--- src/sv/sld_pkg.sv ---
package sld_pkg;

    // working resolution of the cordic angle path: 2^-20 degree
    localparam int WORK_FRAC = 20;
    localparam int ZW        = 30;  // cordic angle width, signed
    localparam int XW        = 32;  // cordic x / y width, signed Q2.30
    localparam int TABLE_LEN = 24;

    // configuration register indexes
    localparam logic [7:0] REG_SENSITIVITY = 8'd0;
    localparam logic [7:0] REG_DEAD_ZONE   = 8'd1;

    localparam logic signed [XW-1:0] INV_GAIN_Q30 = XW'(652032875);
    localparam logic signed [ZW-1:0] HALF_TURN    = ZW'(180 * (1 << WORK_FRAC));
    localparam logic signed [ZW-1:0] QUARTER_TURN = ZW'(90 * (1 << WORK_FRAC));

    typedef struct packed {
        logic signed [XW-1:0] x;
        logic signed [XW-1:0] y;
        logic signed [ZW-1:0] z;
    } rot_t;

    typedef struct packed {
        logic signed [ZW-1:0] z;
        logic                 flip;
    } fold_t;

    typedef enum logic [5:0] {
        ST_IDLE = 6'b000001,
        ST_STEP = 6'b000010,
        ST_ACC  = 6'b000100,
        ST_RUN  = 6'b001000,
        ST_MUL  = 6'b010000,
        ST_DONE = 6'b100000
    } state_t;

    // arctangent of 2^-i in 2^-20 degree
    function automatic logic signed [ZW-1:0] atan_entry(input int i);
        logic signed [ZW-1:0] r;
        r = '0;
        case (i)
            0:  r = ZW'(47185920);
            1:  r = ZW'(27855475);
            2:  r = ZW'(14718068);
            3:  r = ZW'(7471121);
            4:  r = ZW'(3750058);
            5:  r = ZW'(1876857);
            6:  r = ZW'(938658);
            7:  r = ZW'(469357);
            8:  r = ZW'(234682);
            9:  r = ZW'(117342);
            10: r = ZW'(58671);
            11: r = ZW'(29335);
            12: r = ZW'(14668);
            13: r = ZW'(7334);
            14: r = ZW'(3667);
            15: r = ZW'(1833);
            16: r = ZW'(917);
            17: r = ZW'(458);
            18: r = ZW'(229);
            19: r = ZW'(115);
            20: r = ZW'(57);
            21: r = ZW'(29);
            22: r = ZW'(14);
            23: r = ZW'(7);
            default: r = '0;
        endcase
        return r;
    endfunction

    // bring an angle into plus or minus 90 degrees, noting a half-turn move
    function automatic fold_t fold_angle(input logic signed [ZW-1:0] ang);
        fold_t                r;
        logic signed [ZW-1:0] a;
        a = ang;
        r.flip = 1'b0;
        if (a > HALF_TURN) begin
            a = a - HALF_TURN - HALF_TURN;
        end
        if (a > QUARTER_TURN) begin
            a = a - HALF_TURN;
            r.flip = 1'b1;
        end else if (a < -QUARTER_TURN) begin
            a = a + HALF_TURN;
            r.flip = 1'b1;
        end
        r.z = a;
        return r;
    endfunction

endpackage

--- src/sv/sld_cell.sv ---
module sld_cell #(
    parameter int STAGE = 0
) (
    input  logic          aclk,
    input  sld_pkg::rot_t rot_in,
    output sld_pkg::rot_t rot_out
);
    import sld_pkg::*;

    localparam logic signed [ZW-1:0] ATAN = atan_entry(STAGE);

    rot_t rot_reg;
    rot_t rot_next;

    // one micro-rotation, floor shifts
    always_comb begin
        if (!rot_in.z[ZW-1]) begin
            rot_next.x = rot_in.x - (rot_in.y >>> STAGE);
            rot_next.y = rot_in.y + (rot_in.x >>> STAGE);
            rot_next.z = rot_in.z - ATAN;
        end else begin
            rot_next.x = rot_in.x + (rot_in.y >>> STAGE);
            rot_next.y = rot_in.y - (rot_in.x >>> STAGE);
            rot_next.z = rot_in.z + ATAN;
        end
    end

    always_ff @(posedge aclk) begin
        rot_reg <= rot_next;
    end

    assign rot_out = rot_reg;

endmodule

--- config.mk ---
export PLATFORM = sky130hd
export DESIGN_NAME = sld_cell
export DESIGN_NICKNAME = d
export VERILOG_FILES = /design/src/sv/sld_pkg.sv /design/src/sv/sld_cell.sv
export SDC_FILE = /design/constraint.sdc
export NUM_CORES = 1
export LEC_CHECK = 0
export ABC_AREA = 1
export BUFFER_PORTS_ARGS = -buffer_cell sky130_fd_sc_hd__buf_2
export CAP_MARGIN = 10
export CORE_UTILIZATION = 50
export CTS_CLUSTER_DIAMETER = 200
export DETAILED_ROUTE_END_ITERATION = 6
export GPL_TIMING_DRIVEN = 0
export PLACE_DENSITY = 0.73
export SLEW_MARGIN = 30
export SYNTH_ARGS = -nofsm -noshare
export SYNTH_HDL_FRONTEND = slang
export SYNTH_SLANG_ARGS = --single-unit
--- constraint.sdc ---
create_clock -name aclk -period 4.6 [get_ports aclk]
set_clock_uncertainty 0.15 [all_clocks]
set_input_delay 0.69 -clock aclk [delete_from_list [all_inputs] [get_ports aclk]]
set_output_delay 0.69 -clock aclk [all_outputs]
set_load 0.01 [all_outputs]
=== Word level (Yosys, flattened, before mapping) ===
Cells that the tools add are included.

* Register bits: 94
* Latch bits: 0
* Memory bits (writable): 0
* ROM bits: 0
* Input port bits: 95
* Output and inout port bits: 94
* Logic and storage cells: 9
* Memories: 0

* Add/subtract/negate cells: 5
* Multiply operators: 0
* Divide/modulo/power cells: 0
* $lt $le $gt $ge: 0
* Eq/ne operators: 0
* Shift operators: 0
* Muxes and demuxes: 1
* Bitwise gates (word level): 0
* Reduce and logical (&&, ||, !) cells: 0

{| class="wikitable"
|+ Operator list
! operator !! number
|-
| 94-bit two-way mux || 1
|-
| 32-bit subtractor || 2
|-
| 32-bit adder || 1
|-
| 30-bit by 27-bit adder with 30-bit output, second input constant || 1
|-
| 30-bit by 27-bit subtractor with 30-bit output, second input constant || 1
|}

=== Logic depth before layout (Yosys ltp) ===
Gate-level depths: netlist of the first run.

* Depth after elaboration: 2
* Depth in mapped cells: 17
* Depth with buffers taken out: 16

=== Worst setup path before layout of the first run ===
OpenSTA, ideal clock, no wires.

* Path kind: input-to-reg
* Start: input port rot_in[29] in the netlist's numbering
* End: register rot_reg (netlist bit rot_out[28])
* Setup time: 118 ps
* Data arrival time: 2155 ps
* Data required time: 4332 ps
* Path slack: 2177 ps
* Cell stages on the path: 11
* Path buffers: 2
* Cell sequence: inv_1 > clkbuf_8 > buf_6 > fa_1 > nand3_1 > nand2_1 > a21oi_1 > nor2_1 > o21ai_0 > nand2_1 > xor2_1

{| class="wikitable"
|+ RTL lines
! what !! line !! text
|-
| start, declared || sld_cell.sv:5 || <nowiki>input sld_pkg::rot_t rot_in,</nowiki>
|-
| end signal, assigned || sld_cell.sv:29 || <nowiki>rot_reg <= rot_next;</nowiki>
|-
| end, declared || sld_cell.sv:12 || <nowiki>rot_t rot_reg;</nowiki>
|}

==> flow_metrics.env, run 1 <==
export IMPL_cts_num_sinks=93
export IMPL_synth_compound_area_share_pct=7.79
export IMPL_h_tree_depth=3
export IMPL_dpl_hpwl_mm=27.4
export IMPL_cts_buffers=9
export IMPL_synth_top_area_share_pct=24.5
export IMPL_grt_max_degree=17
export IMPL_timing_worst_slew_pin_value_ns=1.00
export IMPL_fin_crit_ns=2.62
export IMPL_vias_per_cell=5.18
export IMPL_synthFlopType="dfxtp_1"
export IMPL_grt_pass1_wl_mm=50.2
export IMPL_antenna_left=0
export IMPL_ys_async_sr_fraction_pct=0
export IMPL_worstPathArrival_ns=2.72
export IMPL_post_route_drc_count=0
export IMPL_fmax_mhz=382
export IMPL_largest_register_ffs=93
export IMPL_ys_types=34
export IMPL_hp_class="input port to flip-flop"
export IMPL_initial_core_util_pct=51.2
export IMPL_synth_top_area_cell="nand2_1"
export IMPL_setup_violations_final=0
export IMPL_dieArea_um2=19800
export IMPL_synth_area_um2=9610
export IMPL_first_iter_violations=1105
export IMPL_fin_tns_setup_ns=0
export IMPL_synth_top_family_by_area="simple AND/OR/NAND/NOR gates"
export IMPL_final_layout_size_suffix_gt1_share_pct=13.1
export IMPL_synthAdderAreaFrac_pct=14.1
export IMPL_grt_setup_unrepaired="false"
export IMPL_die_h_um=141
export IMPL_ys_ff_latch=93
export IMPL_yosysWarnings=0
export IMPL_n_antenna_cell=0
export IMPL_grtUsageTotal_pct=33.2
export IMPL_max_vdd_ir_drop_v=0.000211
export IMPL_syn_nets=1887
export IMPL_synth_area_top_cells="nand2_1, dfxtp_1, ha_1"
export IMPL_synth_mux_area_share_pct=0
export IMPL_die_width_um=141
export IMPL_dr_pass1_iters=6
export IMPL_layout_nets=2087
export IMPL_path_class="input port to flip-flop"
export IMPL_syn_avg_cell_area_um2=5.70
export IMPL_final_period_utilization_pct=56.9
export IMPL_post_cts_buffers=0
export IMPL_utilization_pct=59.6
export IMPL_hold_buffers=0
export IMPL_status="finished, final reports clean"
export IMPL_pin_count=189
export IMPL_clk_pin_slew_ns=0.08
export IMPL_hold_viol=0
export IMPL_core_area_um2=18800
export IMPL_syn2layout_area_growth_pct=16.5
export IMPL_maxCapViolations=0
export IMPL_routedWlPerCell_um=15.5
export IMPL_num_rows=50
export IMPL_cts_resized=0
export IMPL_synth_seq_area_share_pct=19.4
export IMPL_synth_xor_area_share_pct=2.83
export IMPL_grt_pass1_vias=9706
export IMPL_end_kind="flip-flop"
export IMPL_slew_violations=0
export IMPL_maxSlewHeadroom_pct=33.3
export IMPL_holdWs_ns=0.282
export IMPL_vias=10999
export IMPL_gp_congestion=0.960
export IMPL_cp_data_required_time_ns=4.70
export IMPL_tritoncts="done"
export IMPL_antenna_found_initial=0
export IMPL_cts_path_max_buffers=2
export IMPL_place_port_buffers=188
export IMPL_synth_edff_count=0
export IMPL_synthSimpleGateAreaFrac_pct=40.0
export IMPL_leakage_nw=6.89
export IMPL_synth_cells=1686
export IMPL_cellPowerDensity_nw_per_um2=283
export IMPL_cts_root_buf="clkbuf_16"
export IMPL_crit_fanout=10
export IMPL_drt_wl_total_mm=32.9
export IMPL_grt_overflow=0
export IMPL_worst_setup_path_start_kind="input port"
[cell usage after synthesis, types with 10 or more instances]
cell type  instances
nand2_1          628
inv_1            339
nand3_1          154
nor2_1           110
ha_1             102
dfxtp_1           93
a21oi_1           73
o21ai_0           41
xor2_1            30
nand4_1           20
buf_2             17
o21bai_1          10
[critical path, stage by stage]
cell and delay (ns):
buf_2 0.10, inv_1 0.04, ha_1 0.35, buf_2 0.22
a21oi_1 0.42, nand2_1 0.17, a21oi_1 0.26, nor2_1 0.08
nor2_1 0.13, nand3_1 0.08, nand3_1 0.09, nand2_1 0.08
[worst paths after layout]
| check | from | end | slack [ns] | depth (start not counted) |
|---|---|---|---|---|
| setup / recovery | rot_in[48] | rot_out[57]$_DFF_P_ | 1.98 | 12 |
| hold / removal | rot_in[16] | rot_out[16]$_DFF_P_ | 0.28 | 1 |
[stage by stage]
stage / cell area [µm²] / worst slack, ns / power [W] / instances
global route: 11200 / 1.84 / 0.00335 / 2125
finish: 11200 / 1.98 / 0.00317 / 2125
global placement: 10800 / 1.68 / 0.00223 / 2108
floorplan: 9610 / 2.18 / 0.00179 / 1686
CTS: 11200 / 2.07 / 0.00316 / 2125
detailed placement: 10800 / 1.69 / 0.00224 / 2109
[power breakdown]
part / total, W / leakage (nW) / internal [W] / switching, W
combinational: 0.00129 / 5.94 / 0.000435 / 0.000857
clock: 0.000917 / 0.168 / 0.000538 / 0.000379
sequential: 0.000957 / 0.785 / 0.000931 / 0.0000256
total: 0.00317 / 6.89 / 0.00190 / 0.00126
[metal layers]
metal	share of wire [%]	global-route usage, %	up-vias
li1	-	-	5523
met1	46	46.5	4937
met2	42	52.1	483
met3	8.8	5.03	56
met4	2.8	10.8	0
met5	0	0	-
[cell usage in the layout, fill, tap and decap left out, types with 3 or more instances in the layout]
cell and count:
a31oi_1 4, clkbuf_16 9, nand3b_1 5, o22ai_1 4, nor3_1 6, nand4_1 20, nor2_1 110, dfxtp_1 93
o21ai_0 41, o21bai_1 10, clkbuf_8 3, xor2_1 30, a21oi_1 73, fa_1 4, buf_2 205, ha_1 102
inv_1 339, buf_4 10, nor2_2 5, clkbuf_1 8, bufinv_16 3, nand2_1 628, o21a_1 4, nand3_1 154
[logic make-up (layout without fill, tap and decap cells)]
logic type                 after synthesis  in the layout
adders and majority gates              106            106
and+or+nand+nor                        937            937
DFF                                     93             93
xor gates and xnor gates                31             31
buffers and inverters                  380            585
AOI/OAI and AO/OA                      139            139
[layout make-up]
type                       instances  area [µm²]
clock inverter                     6         116
fill                            1969        7570
tap                              234         293
sequential                        93        1860
buffer                            41         256
inverter                         339        1270
multi-input combinational       1213        6220
timing repair buffer             189         948
clock buffer                      10         229
Power figures use the tool's default switching activity.
==> inputs of run 2 (changes only) <==
- clock period: 4.6 -> 2.6 ns (I/O delays scaled with it)
==> run 2 against run 1 <==
Sequential share of layout area is 0.29 points lower. Worst hold slack worse by 0.18 ns. Via count is 0.67% higher. Sequential power is 77% higher. Flip-flop and latch count stayed put. Clock power is 78% higher. Power is 78% higher. Final cell count is 0.94% higher. First-iteration DRC count is 2.9% lower. Highest routed layer unchanged. Non-clock buffer count is 20 higher. Cell area is 1.8% higher.
==> flow_metrics.env, run 2 (synthesized netlist as in run 1, its figures left out) <==
export IMPL_cellPowerDensity_nw_per_um2=495
export IMPL_slew_violations=0
export IMPL_status="finished, final reports clean"
export IMPL_final_period_utilization_pct=89.0
export IMPL_grt_overflow=0
export IMPL_end_kind="flip-flop"
export IMPL_final_layout_size_suffix_gt1_share_pct=13.0
export IMPL_clk_pin_slew_ns=0.08
export IMPL_fin_crit_ns=2.31
export IMPL_hold_depth=2
export IMPL_maxCapViolations=0
export IMPL_largest_register_ffs=93
export IMPL_ff_latch_area_um2=1860
export IMPL_grt_setup_unrepaired="false"
export IMPL_crit_fanout=10
export IMPL_layout_nets=2107
export IMPL_hp_class="input port to flip-flop"
export IMPL_fmax_mhz=432
export IMPL_first_iter_violations=1073
export IMPL_dr_pass1_iters=7
export IMPL_leakage_nw=6.98
export IMPL_vias_per_cell=5.16
export IMPL_num_rows=50
export IMPL_multiInputGateArea_um2=6220
export IMPL_place_port_buffers=188
export IMPL_cts_resized=0
export IMPL_mostFrequentLayoutCell="nand2_1"
export IMPL_post_cts_buffers=0
export IMPL_cts_path_max_buffers=2
export IMPL_h_tree_depth=3
export IMPL_grt_pass1_vias=9833
export IMPL_cts_num_sinks=93
export IMPL_syn2layout_area_growth_pct=18.6
export IMPL_grt_pass1_wl_mm=50.7
export IMPL_post_route_drc_count=0
export IMPL_maxSlewHeadroom_pct=32.6
export IMPL_antenna_left=0
export IMPL_worstPathArrival_ns=2.42
export IMPL_tritoncts="done"
export IMPL_max_vdd_ir_drop_v=0.000378
export IMPL_cp_data_required_time_ns=2.71
export IMPL_fin_tns_setup_ns=0
export IMPL_dpl_hpwl_mm=27.4
export IMPL_hold_viol=0
export IMPL_final_area_um2=11400
export IMPL_n_antenna_cell=0
export IMPL_vias=11073
export IMPL_dpl_cell_area_um2=10800
export IMPL_layout_common_cells="nand2_1, inv_1, buf_2"
export IMPL_die_h_um=141
export IMPL_grtUsageTotal_pct=33.5
export IMPL_antenna_found_initial=0
export IMPL_routedWlPerCell_um=15.5
export IMPL_utilization_pct=60.7
export IMPL_timing_worst_slew_pin_value_ns=1.01
export IMPL_core_area_um2=18800
export IMPL_cts_root_buf="clkbuf_16"
export IMPL_drt_wl_total_mm=33.1
export IMPL_holdWs_ns=0.101
export IMPL_pin_count=189
export IMPL_die_width_um=141
export IMPL_cts_buffers=9
export IMPL_setup_violations_final=0
export IMPL_path_class="input port to flip-flop"
export IMPL_fillers=1942
export IMPL_worst_setup_path_start_kind="input port"
export IMPL_grt_max_degree=17
export IMPL_gp_congestion=0.960
export IMPL_dieArea_um2=19800
export IMPL_initial_core_util_pct=51.2
==> run 2: cell types whose count changed in the layout (fill, tap and decap cells not counted) <==
cell	change
dlygate4sd3_1	+20
==> run 2: final timing paths <==
path                   start             endpoint  slack, ns
hold / removal    rot_in[20]  rot_out[20]$_DFF_P_       0.10
setup / recovery  rot_in[48]  rot_out[57]$_DFF_P_       0.29
==> run 2: worst max-delay path: stages <==
cell and delay (ns):
buf_2 0.10, inv_1 0.04, ha_1 0.35, buf_2 0.22, a21oi_1 0.43, nand2_1 0.17
a21oi_1 0.25, nor2_1 0.08, nor2_1 0.13, nand3_1 0.08, nand3_1 0.09, nand2_1 0.08
==> run 2: power by group <==
| group | switching (W) | total, W | internal, W |
|---|---|---|---|
| Sequential | 0.0000458 | 0.00169 | 0.00165 |
| Combinational | 0.00152 | 0.00231 | 0.000789 |
| Clock | 0.000679 | 0.00163 | 0.000953 |
| Total | 0.00225 | 0.00564 | 0.00339 |
==> run 2: layer usage <==
metal	up-vias	part of all wire, %	GRT usage (%)
met5	-	0	0
li1	5564	-	-
met4	0	3.0	10.8
met3	67	8.4	4.93
met1	4973	46	46.6
met2	469	42	53.0
==> run 2: layout make-up <==
cell class	instances	area share [%]
Timing Repair Buffer	209	10.1
Clock buffer	10	2.01
Tap cell	234	2.57
Inverter	339	11.2
Clock inverter	6	1.02
Buffer	41	2.25
Multi-Input combinational cell	1213	54.6
Sequential cell	93	16.3
==> run 2: what timing repair did <==
item | CTS | global route
endpoints found under the setup margin | 0 | 0
hold buffers | 20 | 0
hold endpoints to repair | 20 | 0
==> run 2: per-stage QoR <==
| stage | total power [W] | setup slack [ns] | std cells |
|---|---|---|---|
| 6_report | 0.00564 | 0.287 | 2145 |
| 3_5_place_dp | 0.00396 | -0.0124 | 2109 |
| 4_1_cts | 0.00561 | 0.366 | 2145 |
| 3_3_place_gp | 0.00394 | -0.0168 | 2108 |
| 5_1_grt | 0.00596 | 0.143 | 2145 |
| 2_1_floorplan | 0.00317 | 0.477 | 1686 |
